--- src/rtl/core/gpist_ram.sv ---
module gpist_ram #(
  parameter int WIDTH = 8,
  parameter int DEPTH = 64
) (
  input  logic                     clk,
  input  logic                     we,
  input  logic [$clog2(DEPTH)-1:0] waddr,
  input  logic [WIDTH-1:0]         wdata,
  input  logic                     re,
  input  logic [$clog2(DEPTH)-1:0] raddr,
  output logic [WIDTH-1:0]         rdata
);

  logic [WIDTH-1:0] mem [DEPTH];

  // Write port and registered read port; read data holds while re is low
  always_ff @(posedge clk) begin
    if (we) begin
      mem[waddr] <= wdata;
    end
    if (re) begin
      rdata <= mem[raddr];
    end
  end

endmodule

--- config.mk ---
export PLATFORM = sky130hd
export DESIGN_NAME = gpist_ram
export DESIGN_NICKNAME = d
export VERILOG_FILES = /design/src/rtl/core/gpist_ram.sv
export SDC_FILE = /design/constraint.sdc
export NUM_CORES = 1
export LEC_CHECK = 0
export BUFFER_PORTS_ARGS = -buffer_cell sky130_fd_sc_hd__buf_2
export CAP_MARGIN = 15
export CORE_MARGIN = 2
export CORE_UTILIZATION = 55
export DETAILED_ROUTE_END_ITERATION = 16
export GPL_TIMING_DRIVEN = 0
export PLACE_DENSITY = 0.71
export SYNTH_ARGS = -nofsm -noshare
export SYNTH_HDL_FRONTEND = slang
export SYNTH_SLANG_ARGS = --single-unit
--- constraint.sdc ---
create_clock -name clk -period 2.9 [get_ports clk]
set_input_delay 0 -clock clk [delete_from_list [all_inputs] [get_ports clk]]
set_output_delay 0 -clock clk [all_outputs]
set_load 0.01 [all_outputs]
-- After elaboration in Yosys (flattened, before gate mapping)
Memory sizes are Yosys's and may differ from the RTL's. A register that Yosys moved wholly into a read port is not among the register bits.
Index checks and enable logic that the tools add are counted.
- multiplexer cells: 2
- operator list (cell ; number):
    $mux W1 ; 2
- memory bits (writable): 512
- word-level logic and storage cells: 3
- memories: 1
- bits of input ports: 23
- flip-flop bits (word level): 0
- memories (name ; depth ; width ; rd ports ; clocked after Yosys merged registers in ; write ports ; RTL line ; RTL):
    mem ; 64 ; 8 ; 1 ; 1 ; 1 ; 14 ; logic [WIDTH-1:0] mem [DEPTH];

-- Longest topological paths before layout
Gate-level depths: netlist of the first run.
- word-level depth: 2
- depth in mapped cells: 9
- depth with buffers taken out: 5

-- Least setup slack after synthesis of the first run
No wires, ideal clock.
- kind: reg-to-reg
- start: memory mem[29][4]
- end: register rdata[4] (read register of mem), data pin
- library setup time: 0.270 ns
- arrival time: 1.560 ns
- stages on the path, launching flop included: 6
- required time: 2.630 ns
- setup slack: 1.070 ns
- period minus slack after synthesis: 1.830 ns
- path through: edfxtp_1 -> mux4_2 -> mux2_2 -> o221a_2 -> nor3_1 -> o32ai_1
- RTL lines (what ; RTL line ; RTL):
    start, declared ; 14 ;
    end, declared ; 11 ; output logic [WIDTH-1:0] rdata

==> results.py, run 1 <==
metrics = {
    "sta": {
        "clock.fmax_ghz": 0.398,
        "setup_tns_ns": 0,
        "max_slew_headroom_pct": 19.9,
        "final-max-slew-violation-count": 0,
        "finalCriticalPeriod_ns": 2.51,
        "rsz0062_at_grt": "no",
        "worst_pin_slew_ns": 1.20,
        "finalHoldViolations": 0,
        "fin_worst_hold_slack_ns": 0.0294,
        "setup_viol_count_final": 0,
        "final_setup_skew_ns": 0.0297,
        "layout_worst_path_cycle_share_pct": 86.6,
    },
    "die": {
        "rows": 70,
        "floorplan.core_area_um2": 36400,
        "starting_density_of_the_core_pct": 55.6,
        "die_width_um": 196,
        "die_height_um": 196,
        "fp.dieArea_um2": 38400,
        "boundaryPins": 31,
    },
    "power": {
        "leakage_nw": 7.10,
        "power.density_cell_area_nw_per_um2": 680,
        "maximum_vdd_drop_mv": 0.441,
    },
    "logic_synthesis": {
        "synth_compound_area_share_pct": 2.06,
        "postSynthAreaPerCell_um2": 21.5,
        "async_reset_ff_share_pct": 0,
        "post-synth-top-area-cell": "sky130_fd_sc_hd__edfxtp_1",
        "ys.warnings.count": 0,
        "synth_simple_gate_area_share_pct": 3.37,
        "syn_area_um2": 20200,
        "yosysTopAreaCellShare_pct": 77.1,
        "yosys.cell_count.top_type": "sky130_fd_sc_hd__edfxtp_1",
        "ys.flop_type": "sky130_fd_sc_hd__edfxtp_1",
        "synth_top_cells_by_area": "sky130_fd_sc_hd__edfxtp_1 77%, sky130_fd_sc_hd__mux4_2 14%, sky130_fd_sc_hd__nor2_1 1.5%",
        "syn-instance-count": 940,
        "synth_top_cells_by_count": "520 x sky130_fd_sc_hd__edfxtp_1, 126 x sky130_fd_sc_hd__mux4_2, 83 x sky130_fd_sc_hd__nor2_1, 23 x sky130_fd_sc_hd__mux2i_1, 19 x sky130_fd_sc_hd__nand2_1",
        "count_of_cell_types_in_the_netlist": 39,
        "yosysSeqAreaShare_pct": 77.1,
        "yosys-mux-area-fraction_pct": 15.9,
        "synth-seq-cells": 520,
        "mappedNetlistNets": 963,
        "synthXorXnorAreaFrac_pct": 0,
        "number_of_flops_mapped_to_enable_cells_by_yosys": 520,
        "synth_top_family_by_area": "multiplexers",
        "synth_fa_ha_area_share_pct": 0,
    },
    "placed_design": {
        "half_perimeter_wire_length_after_placement_um": 29200,
        "place_congestion": 0.948,
        "io_buffers": 22,
    },
    "flow_run": {
        "drv.max_cap_violation_count": 0,
    },
    "critical_path": {
        "crit_path_cell_trace": "buf_2 -> buf_4 -> clkbuf_1 -> buf_2 -> o221ai_1 -> o21a_1 -> o41ai_1",
        "startpoint_type": "primary input",
        "criticalPathCategory": "in -> reg",
        "crit_path_max_fanout": 10,
        "setup.reg_to_reg.worst_slack_ns": 0.64,
        "critPathArrivalTime_ns": 2.78,
        "critPathMostFrequentCell": "sky130_fd_sc_hd__buf_2",
        "regToRegStartpoint": "mem[21][4]$_DFFE_PP_",
        "largest_incremental_delay_on_the_critical_path_ns": 0.69,
        "required_time_of_the_critical_path_ns": 3.17,
        "rr_worst_depth": 5,
        "crit-reg2reg-capture": "rdata[4]$_DFFE_PP_",
        "worst_path_max_delay_cell": "sky130_fd_sc_hd__clkbuf_1",
        "worstSetupEndpointType": "register",
    },
    "clock_tree": {
        "cts_root_buffer": "sky130_fd_sc_hd__clkbuf_16",
        "numCtsBuffers": 49,
        "cts_htree_levels": 2,
        "clockBufferDepth": 3,
        "cts.sinks": 520,
        "clkLatencyLatePin_ns": 0.58,
        "path_clk_slew_ns": 0.06,
        "cts_tree": "built",
    },
    "drt": {
        "drtIter0Drc": 1250,
        "detail_route.wirelength_um": 46400,
        "vias_per_cell": 6.46,
        "route.vias.total": 9923,
        "final_antenna_net_count": 0,
        "wl_per_cell_um": 30.2,
        "detail_route.drc_violations": 0,
        "firstDrtPassIters": 5,
    },
    "finish": {
        "multi_input_area_um2": 4320,
        "fraction_of_layout_instances_using_a_drive_strength_above_1_pct": 25.4,
        "insertedDiodeCount": 0,
        "final_net_count": 1052,
        "area_growth_syn_to_layout_pct": 12.3,
        "fillerInstances": 2440,
        "final-seq-area_um2": 15600,
    },
    "worst_hold_path": {
        "worstHoldStart": "waddr[0]",
        "hold_path_class": "in -> reg",
        "whs_endpoint": "mem[49][5]$_DFFE_PP_",
        "whs_path_cells": 3,
    },
    "grt": {
        "grtUsageTotal_pct": 24.9,
        "grt_antenna_before_repair": 4,
        "maximum_number_of_pins_on_one_net_before_global_route_repair": 65,
        "grt_first_pass_wirelength_um": 67100,
        "vias_in_the_first_global_route": 9876,
        "gr-total-overflow": 0,
    },
    "run_status": {
        "result_of_the_run": "completed",
    },
}
[cell usage in the layout (no fill, tap or decap), types with 14 or more instances in the layout]
master,count
sky130_fd_sc_hd__mux2i_1,23
sky130_fd_sc_hd__buf_2,34
sky130_fd_sc_hd__mux4_2,126
sky130_fd_sc_hd__nor2b_1,14
sky130_fd_sc_hd__nor2_1,83
sky130_fd_sc_hd__nand2_1,19
sky130_fd_sc_hd__edfxtp_1,520
sky130_fd_sc_hd__clkbuf_1,22
sky130_fd_sc_hd__buf_4,14
sky130_fd_sc_hd__clkinv_1,16
sky130_fd_sc_hd__clkbuf_16,50
[per-layer routing]
metal	GRT usage (%)	up-vias	part of all wire [%]
met5	0	-	0.084
met2	38.2	545	47
met3	5.21	88	10
met4	7.58	6	2.8
met1	36.7	5167	40
li1	-	4117	-
[repair_timing]
action                     4_1_cts  5_1_grt
setup buffers                    0        0
hold buffers                     2        6
gates resized for setup          0        0
hold endpoints to repair        11      121
setup endpoints to repair        0        0
[per-stage QoR]
stage | power (W) | setup slack, ns | utilization, % | instances | instance area [µm²]
6_report | 0.0155 | 0.387 | 62.4 | 1537 | 22700
5_1_grt | 0.0158 | 0.321 | 62.4 | 1537 | 22700
2_1_floorplan | 0.00895 | 1.07 | - | 940 | 20200
4_1_cts | 0.0155 | 0.531 | 61.9 | 1525 | 22600
3_3_place_gp | 0.00930 | -0.0377 | 57.5 | 1430 | 20900
3_5_place_dp | 0.00932 | -0.0712 | 57.5 | 1432 | 21000
[layout make-up]
class / count / area share [%]
flip-flops and latches: 520 / 68.7
multi-input cells: 369 / 19.0
clock buffers: 55 / 5.59
well taps: 468 / 2.58
repair buffers: 38 / 1.42
plain buffers: 51 / 1.39
clock inverters: 36 / 1.35
[kinds of logic after synthesis]
family,after synthesis
AND/OR/NAND/NOR,153
AO/OA/AOI/OAI,54
multiplexers,162
buffers and inverters,51
flip-flops,520
[critical path: cells and delay by family]
kind	cells	cell delay (ns)
buffers and inverters	4	1.66
AOI/OAI and AO/OA	3	1.10
[worst max path at each step]
stage	start	end	slack [ns]	cells past startpoint
2_1_floorplan	mem[29][4]$_DFFE_PP_	rdata[4]$_DFFE_PP_	1.07	5
3_3_place_gp	raddr[2]	rdata[3]$_DFFE_PP_	-0.04	7
3_5_place_dp	raddr[2]	rdata[3]$_DFFE_PP_	-0.07	7
4_1_cts	raddr[2]	rdata[3]$_DFFE_PP_	0.53	7
5_1_grt	raddr[2]	rdata[3]$_DFFE_PP_	0.32	7
6_report	raddr[2]	rdata[3]$_DFFE_PP_	0.39	7
[registers in the layout (all words and copies together), names as in the netlist]
register	flops
rdata	8
mem	512
[report_power, final]
| part | internal (W) | total, W | switching [W] |
|---|---|---|---|
| Combinational | 0.000314 | 0.000841 | 0.000528 |
| Sequential | 0.00833 | 0.00835 | 0.0000153 |
| Clock | 0.00359 | 0.00627 | 0.00268 |
No activity file was read; power rests on OpenSTA's default activity.
==> run 2: changes to the inputs <==
Settings changed: ABC_AREA set to 1.
==> results.py, run 2 <==
metrics = {
    "finish": {
        "insertedDiodeCount": 0,
        "area_growth_syn_to_layout_pct": 12.5,
        "largestRegisters": "mem: 512 flops, rdata: 8 flops",
        "mostFrequentLayoutCell": "sky130_fd_sc_hd__nand2_1",
        "fillerInstances": 3026,
        "largest_register_ff_count": 512,
        "final-seq-area_um2": 15600,
        "multi_input_area_um2": 5000,
        "fraction_of_layout_instances_using_a_drive_strength_above_1_pct": 10.5,
        "max_flop_register": "mem",
        "layout_common_cells": "648 x sky130_fd_sc_hd__nand2_1, 520 x sky130_fd_sc_hd__edfxtp_1, 439 x sky130_fd_sc_hd__nand3_1",
        "final_net_count": 1924,
    },
    "die": {
        "die_height_um": 201,
        "floorplan.core_area_um2": 38600,
        "boundaryPins": 31,
        "starting_density_of_the_core_pct": 55.6,
        "fp.dieArea_um2": 40500,
        "rows": 72,
        "die_width_um": 201,
    },
    "logic_synthesis": {
        "yosys-mux-area-fraction_pct": 0,
        "yosys.cell_count.top_type": "sky130_fd_sc_hd__nand2_1",
        "synth_compound_area_share_pct": 0,
        "ys.flop_type": "sky130_fd_sc_hd__edfxtp_1",
        "postSynthAreaPerCell_um2": 11.9,
        "async_reset_ff_share_pct": 0,
        "mappedNetlistNets": 1828,
        "yosysSeqAreaShare_pct": 72.9,
        "count_of_cell_types_in_the_netlist": 15,
        "synth_fa_ha_area_share_pct": 0,
        "ys.warnings.count": 0,
        "yosysTopAreaCellShare_pct": 72.9,
        "synth-seq-cells": 520,
        "post-synth-top-area-cell": "sky130_fd_sc_hd__edfxtp_1",
        "syn-instance-count": 1805,
        "synth_top_cells_by_area": "sky130_fd_sc_hd__edfxtp_1 73%, sky130_fd_sc_hd__nand2_1 11%, sky130_fd_sc_hd__nand3_1 10%",
        "synthXorXnorAreaFrac_pct": 0,
        "synth_simple_gate_area_share_pct": 23.1,
        "number_of_flops_mapped_to_enable_cells_by_yosys": 520,
        "synth_top_family_by_area": "simple AND/OR/NAND/NOR gates",
        "synth_top_cells_by_count": "648 x sky130_fd_sc_hd__nand2_1, 520 x sky130_fd_sc_hd__edfxtp_1, 439 x sky130_fd_sc_hd__nand3_1, 56 x sky130_fd_sc_hd__nor2_1, 37 x sky130_fd_sc_hd__buf_2",
        "syn_area_um2": 21400,
    },
    "worst_hold_path": {
        "whs_path_cells": 1,
        "worstHoldStart": "wdata[5]",
        "whs_endpoint": "mem[51][5]$_DFFE_PP_",
        "hold_path_class": "in -> reg",
    },
    "critical_path": {
        "worstSetupEndpointType": "register",
        "required_time_of_the_critical_path_ns": 3.10,
        "regToRegStartpoint": "mem[58][1]$_DFFE_PP_",
        "crit_path_max_fanout": 9,
        "rr_worst_depth": 8,
        "crit-reg2reg-capture": "rdata[1]$_DFFE_PP_",
        "criticalPathCategory": "in -> reg",
        "setup.reg_to_reg.worst_slack_ns": 1.32,
        "startpoint_type": "primary input",
        "critPathArrivalTime_ns": 2.22,
    },
    "drt": {
        "topRoutingLayerUsed": "met5",
        "vias_per_cell": 5.97,
        "final_antenna_net_count": 0,
        "drtIter0Drc": 2036,
        "detail_route.drc_violations": 0,
        "m1WireLength_um": 23900,
        "firstDrtPassIters": 6,
        "dr_wl_met3_um": 6870,
        "detail_route.wirelength_um": 60000,
        "wl_per_cell_um": 24.4,
        "route.vias.total": 14700,
        "met2RoutedLength_um": 26900,
    },
    "sta": {
        "clock.fmax_ghz": 0.496,
        "setup_tns_ns": 0,
        "final-max-slew-violation-count": 0,
        "finalCriticalPeriod_ns": 2.01,
        "setup_viol_count_final": 0,
        "rsz0062_at_grt": "no",
        "final_setup_skew_ns": 0.0170,
        "layout_worst_path_cycle_share_pct": 69.5,
        "finalHoldViolations": 0,
        "worst_pin_slew_ns": 1.07,
        "postLayoutSetupSlackWorst_ns": 0.886,
        "max_slew_headroom_pct": 28.6,
    },
    "grt": {
        "vias_in_the_first_global_route": 13700,
        "grtUsageTotal_pct": 29.9,
        "maximum_number_of_pins_on_one_net_before_global_route_repair": 65,
        "grt_antenna_before_repair": 1,
        "gr-total-overflow": 0,
        "grt_first_pass_wirelength_um": 88000,
    },
    "placed_design": {
        "dp_slack_ns": 0.374,
        "io_buffers": 22,
        "half_perimeter_wire_length_after_placement_um": 40800,
        "place_congestion": 0.923,
    },
    "clock_tree": {
        "cts_repair_resize_count": 0,
        "cts.sinks": 520,
        "cts_tree": "built",
        "clockBufferDepth": 3,
        "clkLatencyLatePin_ns": 0.60,
        "cts_root_buffer": "sky130_fd_sc_hd__clkbuf_16",
        "cts_htree_levels": 2,
        "path_clk_slew_ns": 0.06,
        "numCtsBuffers": 51,
    },
    "flow_run": {
        "drv.max_cap_violation_count": 0,
    },
    "power": {
        "leakage_nw": 8.74,
        "design_power_total_w": 0.0159,
        "maximum_vdd_drop_mv": 0.586,
        "power.density_cell_area_nw_per_um2": 659,
    },
    "run_status": {
        "result_of_the_run": "completed",
    },
}
[run 2: final cells by class]
class / count / share of cell area [%]
sequential: 520 / 64.8
timing repair buffer: 43 / 1.61
multi-input combinational: 1160 / 20.7
inverter: 12 / 0.208
clock inverter: 30 / 0.966
clock buffer: 63 / 5.66
buffer: 113 / 3.35
tap: 518 / 2.69
[run 2: kinds of logic after synthesis]
kind of cell | Yosys count
flip-flops | 520
buffers and inverters | 125
AND/OR/NAND/NOR | 1160
[run 2: how the worst max path moves through the flow]
stage / startpoint / to / slack [ns] / cells after the start
global route: waddr[1] / mem[24][1]$_DFFE_PP_ / 0.80 / 4
floorplan: we / mem[48][0]$_DFFE_PP_ / 1.13 / 3
detailed placement: waddr[1] / mem[25][3]$_DFFE_PP_ / 0.37 / 4
global placement: waddr[3] / mem[54][0]$_DFFE_PP_ / 0.19 / 4
CTS: waddr[1] / mem[25][1]$_DFFE_PP_ / 1.01 / 4
finish: waddr[1] / mem[41][1]$_DFFE_PP_ / 0.89 / 4
[run 2: worst max-delay path, stage by stage]
cell and delay, ns:
sky130_fd_sc_hd__clkbuf_1 0.23, sky130_fd_sc_hd__inv_1 0.33, sky130_fd_sc_hd__nand4_1 0.61, sky130_fd_sc_hd__nor2_1 1.03
[run 2: timing repair]
action                    4_1_cts  5_1_grt
setup buffers                   0        0
hold endpoints to repair       80       10
hold buffers                    4        1
[run 2: routing by layer]
metal	track usage [%]	up-vias
met5	0	-
met4	11.8	2
met3	5.85	154
met2	45.3	938
met1	43.1	7033
li1	-	6555
[run 2: through the flow]
step	area [µm²]	utilization (%)	std cells	hold slack, ns
6_report	24100	62.5	2459	0.0141
5_1_grt	24100	62.5	2459	0.0250
4_1_cts	24100	62.4	2457	0.0106
3_5_place_dp	22400	58.2	2360	0.410
3_3_place_gp	22200	57.5	2345	0.403
2_1_floorplan	21400	-	1805	0.0989
[run 2: where the power goes]
part	leakage [nW]	internal, W	switching [W]
combinational	3.28	0.000307	0.000819
clock	0.782	0.00367	0.00274
sequential	4.69	0.00833	0.0000138
